<file path="config.mk">
export PLATFORM = sky130hd
export DESIGN_NAME = t1_block_frame_parser_unit
export DESIGN_NICKNAME = d
export VERILOG_FILES = /design/src/hw/rtl/t1bfp_pkg.sv /design/src/hw/rtl/t1bfp_chain.sv /design/src/hw/rtl/t1_block_frame_parser_unit.sv
export SDC_FILE = /design/constraint.sdc
export NUM_CORES = 1
export LEC_CHECK = 0
export BUFFER_PORTS_ARGS = -buffer_cell sky130_fd_sc_hd__buf_2
export CAP_MARGIN = 20
export CORE_MARGIN = 3
export CORE_UTILIZATION = 45
export CTS_CLUSTER_DIAMETER = 150
export DETAILED_ROUTE_END_ITERATION = 10
export PLACE_DENSITY = 0.66
export SYNTH_ARGS = -nofsm -noshare
export SYNTH_HDL_FRONTEND = slang
export SYNTH_SLANG_ARGS = --single-unit
</file>
<file path="constraint.sdc">
create_clock -name i_clk -period 32.8 [get_ports i_clk]
set_input_delay 1.64 -clock i_clk [delete_from_list [all_inputs] [get_ports i_clk]]
set_output_delay 1.64 -clock i_clk [all_outputs]
set_load 0.05 [all_outputs]
</file>
<file path="src/hw/rtl/t1bfp_pkg.sv">
// ----------------------------------------------------------------------------
// T=1 block frame parser package
// Shared types and code constants for the T=1 block parser and its APDU
// chain tracker.
// ----------------------------------------------------------------------------
package t1bfp_pkg;

    // Parser phase codes
    localparam logic [2:0] PH_NAD = 3'd0;
    localparam logic [2:0] PH_PCB = 3'd1;
    localparam logic [2:0] PH_LEN = 3'd2;
    localparam logic [2:0] PH_INF = 3'd3;
    localparam logic [2:0] PH_EDC = 3'd4;

    // Byte role codes
    localparam logic [2:0] ROLE_NAD = 3'd0;
    localparam logic [2:0] ROLE_PCB = 3'd1;
    localparam logic [2:0] ROLE_LEN = 3'd2;
    localparam logic [2:0] ROLE_INF = 3'd3;
    localparam logic [2:0] ROLE_LRC = 3'd4;
    localparam logic [2:0] ROLE_CRC = 3'd5;

    // Block kind codes
    localparam logic [1:0] KIND_I = 2'd0;
    localparam logic [1:0] KIND_R = 2'd1;
    localparam logic [1:0] KIND_S = 2'd2;

    // PCB bit masks
    localparam logic [7:0] PCB_R_OR_S = 8'h80;
    localparam logic [7:0] PCB_MORE   = 8'h20;
    localparam logic [7:0] PCB_KIND   = 8'hC0;

    // Configuration register index
    localparam logic REG_EDC_IS_CRC = 1'b0;

    // Events from the block parser to the chain tracker
    typedef struct packed {
        logic        len_ev;       // LEN byte of an I-block
        logic        info_ev;      // information byte of an I-block
        logic        end_ev;       // last EDC byte of an I-block with M clear
        logic [7:0]  data;         // current character value
        logic [47:0] frame_start;  // start sample of the current block
    } t_chain_ctl;

    // Chain state after the current transaction
    typedef struct packed {
        logic        done;
        logic [15:0] total_len;
        logic [3:0]  first_count;
        logic [63:0] first_bytes;
        logic [47:0] start_time;
    } t_chain_view;

    // One result item
    typedef struct packed {
        logic [2:0]  byte_role;
        logic [7:0]  role_index;
        logic [1:0]  block_kind;
        logic [7:0]  block_pcb;
        logic        block_done;
        logic [47:0] block_start_time;
        logic [47:0] block_end_time;
        t_chain_view chain;
    } t_result;

    // Block kind from a PCB value
    function automatic logic [1:0] kind_of(input logic [7:0] pcb);
        logic [1:0] k;
        if ((pcb & PCB_R_OR_S) == 8'h00) begin
            k = KIND_I;
        end else if ((pcb & PCB_KIND) == PCB_R_OR_S) begin
            k = KIND_R;
        end else begin
            k = KIND_S;
        end
        return k;
    endfunction

endpackage

</file>
<file path="src/hw/rtl/t1bfp_chain.sv">
// ----------------------------------------------------------------------------
// T=1 APDU chain tracker
// Follows chained I-blocks, keeps the saturating total length, the start
// sample of the chain and the leading information bytes.
// ----------------------------------------------------------------------------
module t1bfp_chain #(
    parameter int CAPTURE_BYTES = 8
) (
    input  logic                  i_clk,
    input  logic                  i_rst_n,
    input  logic                  i_step,
    input  t1bfp_pkg::t_chain_ctl i_ctl,
    output t1bfp_pkg::t_chain_view o_view
);
    import t1bfp_pkg::*;

    localparam int CW = $clog2(CAPTURE_BYTES + 1);

    logic                           r_active;
    logic [15:0]                    r_len;
    logic [CW-1:0]                  r_count;
    logic [CAPTURE_BYTES-1:0][7:0]  r_bytes;
    logic [47:0]                    r_start;

    logic                           n_active;
    logic [15:0]                    n_len;
    logic [CW-1:0]                  n_count;
    logic [CAPTURE_BYTES-1:0][7:0]  n_bytes;
    logic [47:0]                    n_start;
    logic [15:0]                    base_len;
    logic [16:0]                    sum_len;
    logic                           cap_en;
    logic                           done;

    // Next chain state for the character in flight
    always_comb begin
        n_active = r_active;
        n_len    = r_len;
        n_count  = r_count;
        n_bytes  = r_bytes;
        n_start  = r_start;
        done     = 1'b0;
        base_len = r_len;
        sum_len  = '0;
        cap_en   = 1'b0;

        if (i_ctl.len_ev) begin
            // A chain opens on the first I-block LEN seen while idle.
            if (!r_active) begin
                n_active = 1'b1;
                n_start  = i_ctl.frame_start;
                base_len = '0;
                n_count  = '0;
                n_bytes  = '0;
            end
            sum_len = {1'b0, base_len} + {9'd0, i_ctl.data};
            n_len   = sum_len[16] ? 16'hFFFF : sum_len[15:0];
        end

        if (i_ctl.info_ev && r_active && (r_count < CW'(CAPTURE_BYTES))) begin
            cap_en  = 1'b1;
            n_count = r_count + CW'(1);
        end
        for (int l = 0; l < CAPTURE_BYTES; l++) begin
            if (cap_en && (r_count == CW'(l))) begin
                n_bytes[l] = i_ctl.data;
            end
        end

        if (i_ctl.end_ev && r_active) begin
            done     = 1'b1;
            n_active = 1'b0;
        end
    end

    // Chain registers
    always_ff @(posedge i_clk) begin
        if (!i_rst_n) begin
            r_active <= 1'b0;
            r_len    <= '0;
            r_count  <= '0;
            r_bytes  <= '0;
            r_start  <= '0;
        end else if (i_step) begin
            r_active <= n_active;
            r_len    <= n_len;
            r_count  <= n_count;
            r_bytes  <= n_bytes;
            r_start  <= n_start;
        end
    end

    // The view shows the state after this transaction.
    assign o_view.done        = done;
    assign o_view.total_len   = n_len;
    assign o_view.first_count = 4'(n_count);
    assign o_view.first_bytes = 64'(n_bytes);
    assign o_view.start_time  = n_start;

endmodule

</file>
<file path="src/hw/rtl/t1_block_frame_parser_unit.sv">
// ----------------------------------------------------------------------------
// T=1 block frame parser
// Classifies each received smart-card character within the T=1 block layout
// and tracks chained I-blocks as one APDU.
// ----------------------------------------------------------------------------
// The block takes one character per clock cycle while the skid stage is empty
// and returns one result for each from a result register. All per-character
// work is a single pass of short logic on the parser phase and the chain
// registers, so the phase update is the only loop. A second result stage
// catches a result while the output is stalled, so input transactions keep
// flowing until both stages are full.
// The EDC length (one LRC or two CRC bytes) is sampled from the
// configuration register when each PCB byte arrives.
module t1_block_frame_parser_unit #(
    parameter int CAPTURE_BYTES = 8
) (
    input  logic        i_clk,
    input  logic        i_rst_n,

    // Character input channel
    input  logic        i_in_valid,
    output logic        o_in_ready,
    input  logic [7:0]  i_byte_value,
    input  logic [47:0] i_byte_start_time,
    input  logic [47:0] i_byte_end_time,

    // Result channel
    output logic        o_out_valid,
    input  logic        i_out_ready,
    output logic [2:0]  o_byte_role,
    output logic [7:0]  o_role_index,
    output logic [1:0]  o_block_kind,
    output logic [7:0]  o_block_pcb,
    output logic        o_block_done,
    output logic [47:0] o_block_start_time,
    output logic [47:0] o_block_end_time,
    output logic        o_apdu_done,
    output logic [15:0] o_apdu_total_len,
    output logic [3:0]  o_apdu_first_count,
    output logic [63:0] o_apdu_first_bytes,
    output logic [47:0] o_apdu_start_time,

    // Configuration port
    input  logic        psel,
    input  logic        penable,
    input  logic        pwrite,
    input  logic [2:0]  paddr,
    input  logic [31:0] pwdata,
    output logic [31:0] prdata,
    output logic        pready
);
    import t1bfp_pkg::*;

    logic        r_edc_crc;
    logic        r_epi_crc;
    logic [2:0]  r_phase;
    logic [7:0]  r_ctrl;
    logic [7:0]  r_info_len;
    logic [7:0]  r_info_count;
    logic [1:0]  r_check_count;
    logic [47:0] r_frame_start;

    logic        n_epi_crc;
    logic [2:0]  n_phase;
    logic [7:0]  n_ctrl;
    logic [7:0]  n_info_len;
    logic [7:0]  n_info_count;
    logic [1:0]  n_check_count;
    logic [47:0] n_frame_start;

    logic        in_fire;
    logic        out_fire;
    logic        cfg_wr;
    logic        iblock;
    logic [2:0]  role;
    logic [7:0]  idx;
    logic        bdone;
    logic [1:0]  epi_len;

    t_chain_ctl  chain_ctl;
    t_chain_view chain_view;
    t_result     res;

    logic        r_out_valid;
    t_result     r_out;
    logic        r_skid_valid;
    t_result     r_skid;

    assign o_in_ready = !r_skid_valid;
    assign in_fire    = i_in_valid && o_in_ready;
    assign out_fire   = r_out_valid && i_out_ready;

    // Configuration register access
    assign pready = 1'b1;
    assign cfg_wr = psel && penable && pwrite && pready;
    assign prdata = (paddr[2] == REG_EDC_IS_CRC) ? {31'd0, r_edc_crc} : 32'd0;

    always_ff @(posedge i_clk) begin
        if (!i_rst_n) begin
            r_edc_crc <= 1'b0;
        end else if (cfg_wr && (paddr[2] == REG_EDC_IS_CRC)) begin
            r_edc_crc <= pwdata[0];
        end
    end

    // Block layout walk for the character in flight
    always_comb begin
        n_phase       = r_phase;
        n_ctrl        = r_ctrl;
        n_epi_crc     = r_epi_crc;
        n_info_len    = r_info_len;
        n_info_count  = r_info_count;
        n_check_count = r_check_count;
        n_frame_start = r_frame_start;
        role          = ROLE_NAD;
        idx           = 8'd0;
        bdone         = 1'b0;
        iblock        = (r_ctrl & PCB_R_OR_S) == 8'h00;
        epi_len       = r_epi_crc ? 2'd2 : 2'd1;
        chain_ctl.len_ev      = 1'b0;
        chain_ctl.info_ev     = 1'b0;
        chain_ctl.end_ev      = 1'b0;
        chain_ctl.data        = i_byte_value;
        chain_ctl.frame_start = r_frame_start;

        unique case (r_phase)
            PH_PCB: begin
                role      = ROLE_PCB;
                n_ctrl    = i_byte_value;
                n_epi_crc = r_edc_crc;
                n_phase   = PH_LEN;
            end
            PH_LEN: begin
                role             = ROLE_LEN;
                n_info_len       = i_byte_value;
                n_info_count     = 8'd0;
                n_check_count    = 2'd0;
                chain_ctl.len_ev = iblock;
                n_phase          = (i_byte_value == 8'd0) ? PH_EDC : PH_INF;
            end
            PH_INF: begin
                role              = ROLE_INF;
                idx               = r_info_count;
                chain_ctl.info_ev = iblock;
                n_info_count      = r_info_count + 8'd1;
                if (n_info_count >= r_info_len) begin
                    n_check_count = 2'd0;
                    n_phase       = PH_EDC;
                end
            end
            PH_EDC: begin
                role          = r_epi_crc ? ROLE_CRC : ROLE_LRC;
                idx           = r_epi_crc ? {6'd0, r_check_count} : 8'd0;
                n_check_count = r_check_count + 2'd1;
                if (n_check_count >= epi_len) begin
                    bdone            = 1'b1;
                    chain_ctl.end_ev = iblock && ((r_ctrl & PCB_MORE) == 8'h00);
                    n_phase          = PH_NAD;
                end
            end
            default: begin
                // NAD byte, which also serves any unused phase code
                role          = ROLE_NAD;
                n_frame_start = i_byte_start_time;
                n_phase       = PH_PCB;
            end
        endcase
    end

    // Parser state registers
    always_ff @(posedge i_clk) begin
        if (!i_rst_n) begin
            r_phase       <= PH_NAD;
            r_ctrl        <= '0;
            r_epi_crc     <= 1'b0;
            r_info_len    <= '0;
            r_info_count  <= '0;
            r_check_count <= '0;
            r_frame_start <= '0;
        end else if (in_fire) begin
            r_phase       <= n_phase;
            r_ctrl        <= n_ctrl;
            r_epi_crc     <= n_epi_crc;
            r_info_len    <= n_info_len;
            r_info_count  <= n_info_count;
            r_check_count <= n_check_count;
            r_frame_start <= n_frame_start;
        end
    end

    // APDU chain tracking
    t1bfp_chain #(
        .CAPTURE_BYTES(CAPTURE_BYTES)
    ) u_chain (
        .i_clk   (i_clk),
        .i_rst_n (i_rst_n),
        .i_step  (in_fire),
        .i_ctl   (chain_ctl),
        .o_view  (chain_view)
    );

    // Assemble the result item
    always_comb begin
        res.byte_role        = role;
        res.role_index       = idx;
        res.block_kind       = kind_of(n_ctrl);
        res.block_pcb        = n_ctrl;
        res.block_done       = bdone;
        res.block_start_time = n_frame_start;
        res.block_end_time   = i_byte_end_time;
        res.chain            = chain_view;
    end

    // Result register with a skid stage behind it
    always_ff @(posedge i_clk) begin
        if (!i_rst_n) begin
            r_out_valid  <= 1'b0;
            r_skid_valid <= 1'b0;
        end else if (!r_out_valid || out_fire) begin
            if (r_skid_valid) begin
                r_out_valid  <= 1'b1;
                r_skid_valid <= 1'b0;
            end else begin
                r_out_valid <= in_fire;
            end
        end else if (in_fire) begin
            r_skid_valid <= 1'b1;
        end
    end

    always_ff @(posedge i_clk) begin
        if (!r_out_valid || out_fire) begin
            r_out <= r_skid_valid ? r_skid : res;
        end else if (in_fire) begin
            r_skid <= res;
        end
    end

    assign o_out_valid        = r_out_valid;
    assign o_byte_role        = r_out.byte_role;
    assign o_role_index       = r_out.role_index;
    assign o_block_kind       = r_out.block_kind;
    assign o_block_pcb        = r_out.block_pcb;
    assign o_block_done       = r_out.block_done;
    assign o_block_start_time = r_out.block_start_time;
    assign o_block_end_time   = r_out.block_end_time;
    assign o_apdu_done        = r_out.chain.done;
    assign o_apdu_total_len   = r_out.chain.total_len;
    assign o_apdu_first_count = r_out.chain.first_count;
    assign o_apdu_first_bytes = r_out.chain.first_bytes;
    assign o_apdu_start_time  = r_out.chain.start_time;

`ifndef SYNTH
    // The skid stage only fills behind a held result.
    a_skid_behind_out: assert property (@(posedge i_clk) disable iff (!i_rst_n)
        r_skid_valid |-> r_out_valid)
        else $error("skid stage holds a transaction while the result register is empty");

    // An APDU can only complete on the last byte of a block.
    a_apdu_on_block_end: assert property (@(posedge i_clk) disable iff (!i_rst_n)
        (r_out_valid && r_out.chain.done) |-> r_out.block_done)
        else $error("APDU completed without a block end");

    // A block ends only on an EDC byte.
    a_block_end_role: assert property (@(posedge i_clk) disable iff (!i_rst_n)
        (r_out_valid && r_out.block_done) |->
            (r_out.byte_role == ROLE_LRC || r_out.byte_role == ROLE_CRC))
        else $error("block end reported on a non-EDC byte");

    // A NAD byte is always followed by a PCB byte.
    a_nad_then_pcb: assert property (@(posedge i_clk) disable iff (!i_rst_n)
        (in_fire && r_phase == PH_NAD) |=> (r_phase == PH_PCB))
        else $error("parser did not move to the PCB after a NAD");
`endif

endmodule
</file>
==> flow_summary.json <==
{
  "synthAdderAreaFrac_pct": 1.08,
  "synth_seq_cells": 716,
  "switching_power_uw": 641,
  "cp.required_ns": 33.17,
  "vias": 18600,
  "yosys.area_share.simple_pct": 10.2,
  "cts_buffers": 77,
  "clkLatencyLatePin_ns": 0.61,
  "dr.pass1.iters": 5,
  "clk_pin_slew_ns": 0.06,
  "critical_path_class": "input port to flip-flop",
  "p_leak_nw": 13.6,
  "async_reset_ff_share_pct": 0,
  "area_growth_pct": 16.7,
  "core-area_um2": 64700,
  "worstPathMaxFanout": 21,
  "synth_compound_area_share_pct": 6.23,
  "drt_iter0_markers": 1219,
  "arrival_ns": 4.95,
  "synth-seq-area-share_pct": 65.5,
  "finish.utilization_pct": 53.3,
  "hold_violations": 0,
  "syn-cell-area_um2": 29500,
  "hold_path_class": "flip-flop to flip-flop",
  "io_buffer_count": 366,
  "dpl.hpwl_um": 42100,
  "dieArea_um2": 68800,
  "wl_um": 68500,
  "synth_mux_area_share_pct": 13.4,
  "final_cell_mix": "edfxtp_1, buf_2, mux2_2, nor2_1, dfxtp_1",
  "yosys_most_used_dff": "edfxtp_1",
  "io_pins": 432,
  "num-fill-cells": 5453,
  "post_cts_resized": 0,
  "p_comb_share_pct": 15.3,
  "final_common_cell": "edfxtp_1",
  "power_frac_clock_pct": 37.4,
  "worst_pin_slew_ns": 1.08,
  "regToRegSetupSlack_ns": 28.79,
  "peakVddDrop_uv": 46.8,
  "maxCapViolations": 0,
  "drtAntennaViolNets": 0,
  "finalCritPeriodShare_pct": 14.0,
  "p_per_area_nw_per_um2": 65.4,
  "switching_share_pct": 28.4,
  "grt_max_degree": 146,
  "sequentialPowerShare_pct": 47.2,
  "synth_xor_area_share_pct": 0.385,
  "drive_above_1_share_pct": 33.6,
  "slew_headroom_pct": 28.0,
  "fin_crit_ns": 4.58,
  "cp-start-kind": "input port",
  "gr-usage-all-layers_pct": 19.4,
  "drc": 0,
  "critical_path.cell_chain": "buf_2 -> ha_1 -> fa_1 -> a211oi_1 -> nor3_1 -> o21bai_1 -> o21ai_1 -> buf_4 -> o22a_1 -> mux2_2",
  "yosys_warnings": 0,
  "cts-root-buf": "clkbuf_16",
  "gp_congestion": 0.830,
  "via_per_inst": 5.31,
  "synth_edf_count": 502,
  "cts_setup_buffers": 0,
  "cts-htree-levels": 3,
  "hold_ws_ns": 0.454,
  "wl_per_cell_um": 19.5,
  "endpoint_kind": "flip-flop",
  "grt_pass1_wl_um": 108000,
  "hold_buffers": 0,
  "ctsLongestPathBuffers": 3,
  "syn_inst": 2270,
  "fin_tns_setup_ns": 0,
  "crit_slowest_cell": "o21bai_1",
  "slew_violations": 0,
  "status": "finished, final reports clean",
  "p_int_mw": 1.61,
  "cts.sinks": 716,
  "rsz0062_at_grt": "false",
  "place_area_um2": 31900,
  "avgSynthCellArea_um2": 13.0,
  "finalClockSkew_ns": 0.0218,
  "fmax_mhz": 218,
  "die_h_um": 262,
  "antenna_found_initial": 11,
  "rows": 93,
  "nNetsFinal": 2754,
  "synth_top_family_by_area": "multiplexers",
  "overflow": 0,
  "fp.dieW_um": 262,
  "max_stage_delay_ns": 0.48,
  "cts_tree": "built",
  "grt_pass1_vias": 18900,
  "finalSetupViolations": 0,
  "finalInstanceArea_um2": 34500,
  "synthDistinctLibCells": 66,
  "start_util_pct": 45.7
}
[cells by family (layout without fill, tap and decap cells)]
logic type,count (synthesis),in the layout
compound gates,281,281
xor+xnor,13,13
fa+ha+maj,25,25
buf+inv,201,549
flops,716,716
mux,351,351
other cells,2,39
simple gates,681,681
[critical path: cells and delay by family]
family,cells,cell delay (ns)
buffers and inverters,2,0.58
AOI/OAI and AO/OA,4,1.49
muxes,1,0.27
and+or+nand+nor,1,0.16
adders and majority gates,2,0.80
[synthesized netlist by cell type, types with 3 or more instances]
library cell,number,share of area [%]
nand3_1,10,0.17
nand2b_1,10,0.21
xor2_1,7,0.21
o31a_1,3,0.089
o221a_2,8,0.30
ha_1,24,1.0
mux2i_1,6,0.20
dfxtp_1,214,15
edfxtp_1,502,51
o31ai_1,7,0.18
clkbuf_1,115,1.5
o22a_1,8,0.24
nor2_1,287,3.6
a21o_1,6,0.15
o21ai_1,25,0.42
o21ai_2,9,0.27
nor2b_1,19,0.40
o21ai_0,73,1.2
buf_4,33,0.84
nor3b_4,4,0.25
nor3b_1,3,0.076
o21bai_1,3,0.076
a21oi_1,43,0.73
nand2_1,192,2.4
buf_2,17,0.29
nor4_1,3,0.064
mux2_2,343,13
a41oi_1,3,0.089
and3_1,15,0.32
nand4_1,3,0.064
a211oi_1,8,0.20
xnor2_1,6,0.18
or3_1,3,0.064
nor3_1,101,1.7
a22oi_1,67,1.7
buf_1,13,0.17
and2_1,21,0.44
buf_6,4,0.15
inv_1,17,0.22
[through the flow]
| stage | std cells | setup WS [ns] | total power, mW |
|---|---|---|---|
| after floorplan | 2300 | 2.26 | 1.35 |
| final | 3510 | 28.22 | 2.25 |
| after CTS | 3501 | 28.24 | 2.28 |
| after global placement | 3357 | 27.69 | 1.42 |
| after detailed placement | 3357 | 27.64 | 1.43 |
| after global routing | 3503 | 28.03 | 2.34 |
[per-layer routing]
metal | up-vias | part of all wire [%] | track usage (%)
met5 | - | 0.13 | 0
met4 | 12 | 2.8 | 6.92
met2 | 525 | 49 | 32.4
met3 | 121 | 7.5 | 5.95
li1 | 8837 | - | -
met1 | 9149 | 41 | 23.9
[flip-flops by register name, summed over array words and instances (netlist names), 16 cells and up]
| name | flops |
|---|---|
| o_apdu_first_bytes | 64 |
| o_apdu_start_time | 48 |
| o_apdu_total_len | 16 |
| o_block_end_time | 48 |
| o_block_start_time | 48 |
| r_frame_start | 48 |
| r_skid | 251 |
| u_chain.r_bytes | 64 |
| u_chain.r_len | 16 |
| u_chain.r_start | 48 |
[power by group through the flow]
stage	Clock, mW	Sequential [mW]	Combinational [mW]
after floorplan	0	1.21	0.137
after global placement	0	1.08	0.342
after detailed placement	0	1.08	0.347
after CTS	0.866	1.07	0.349
after global routing	0.902	1.07	0.368
final	0.844	1.07	0.346
[area by class of cell]
| class | count | area (um2) | area share (%) |
|---|---|---|---|
| Antenna cell | 7 | 17.5 | 0.0508 |
| Clock buffer | 101 | 2140 | 6.21 |
| Clock inverter | 43 | 357 | 1.03 |
| Inverter | 19 | 83.8 | 0.243 |
| Multi-Input combinational cell | 1383 | 9420 | 27.3 |
| Sequential cell | 716 | 19400 | 56.2 |
| Tap cell | 855 | 1070 | 3.10 |
| Timing Repair Buffer | 386 | 2010 | 5.84 |
[path summary, 6_finish.rpt]
path                    startpoint                   to  depth (start not counted)
hold / removal           r_ctrl[0]            r_ctrl[0]                          2
setup / recovery   i_byte_value[0]  o_apdu_total_len[1]                         10
setup reg to reg  u_chain.r_active  o_apdu_total_len[1]                         10
hold reg to reg          r_ctrl[0]            r_ctrl[0]                          2
Note: power is estimated with default switching activity, not from simulation.
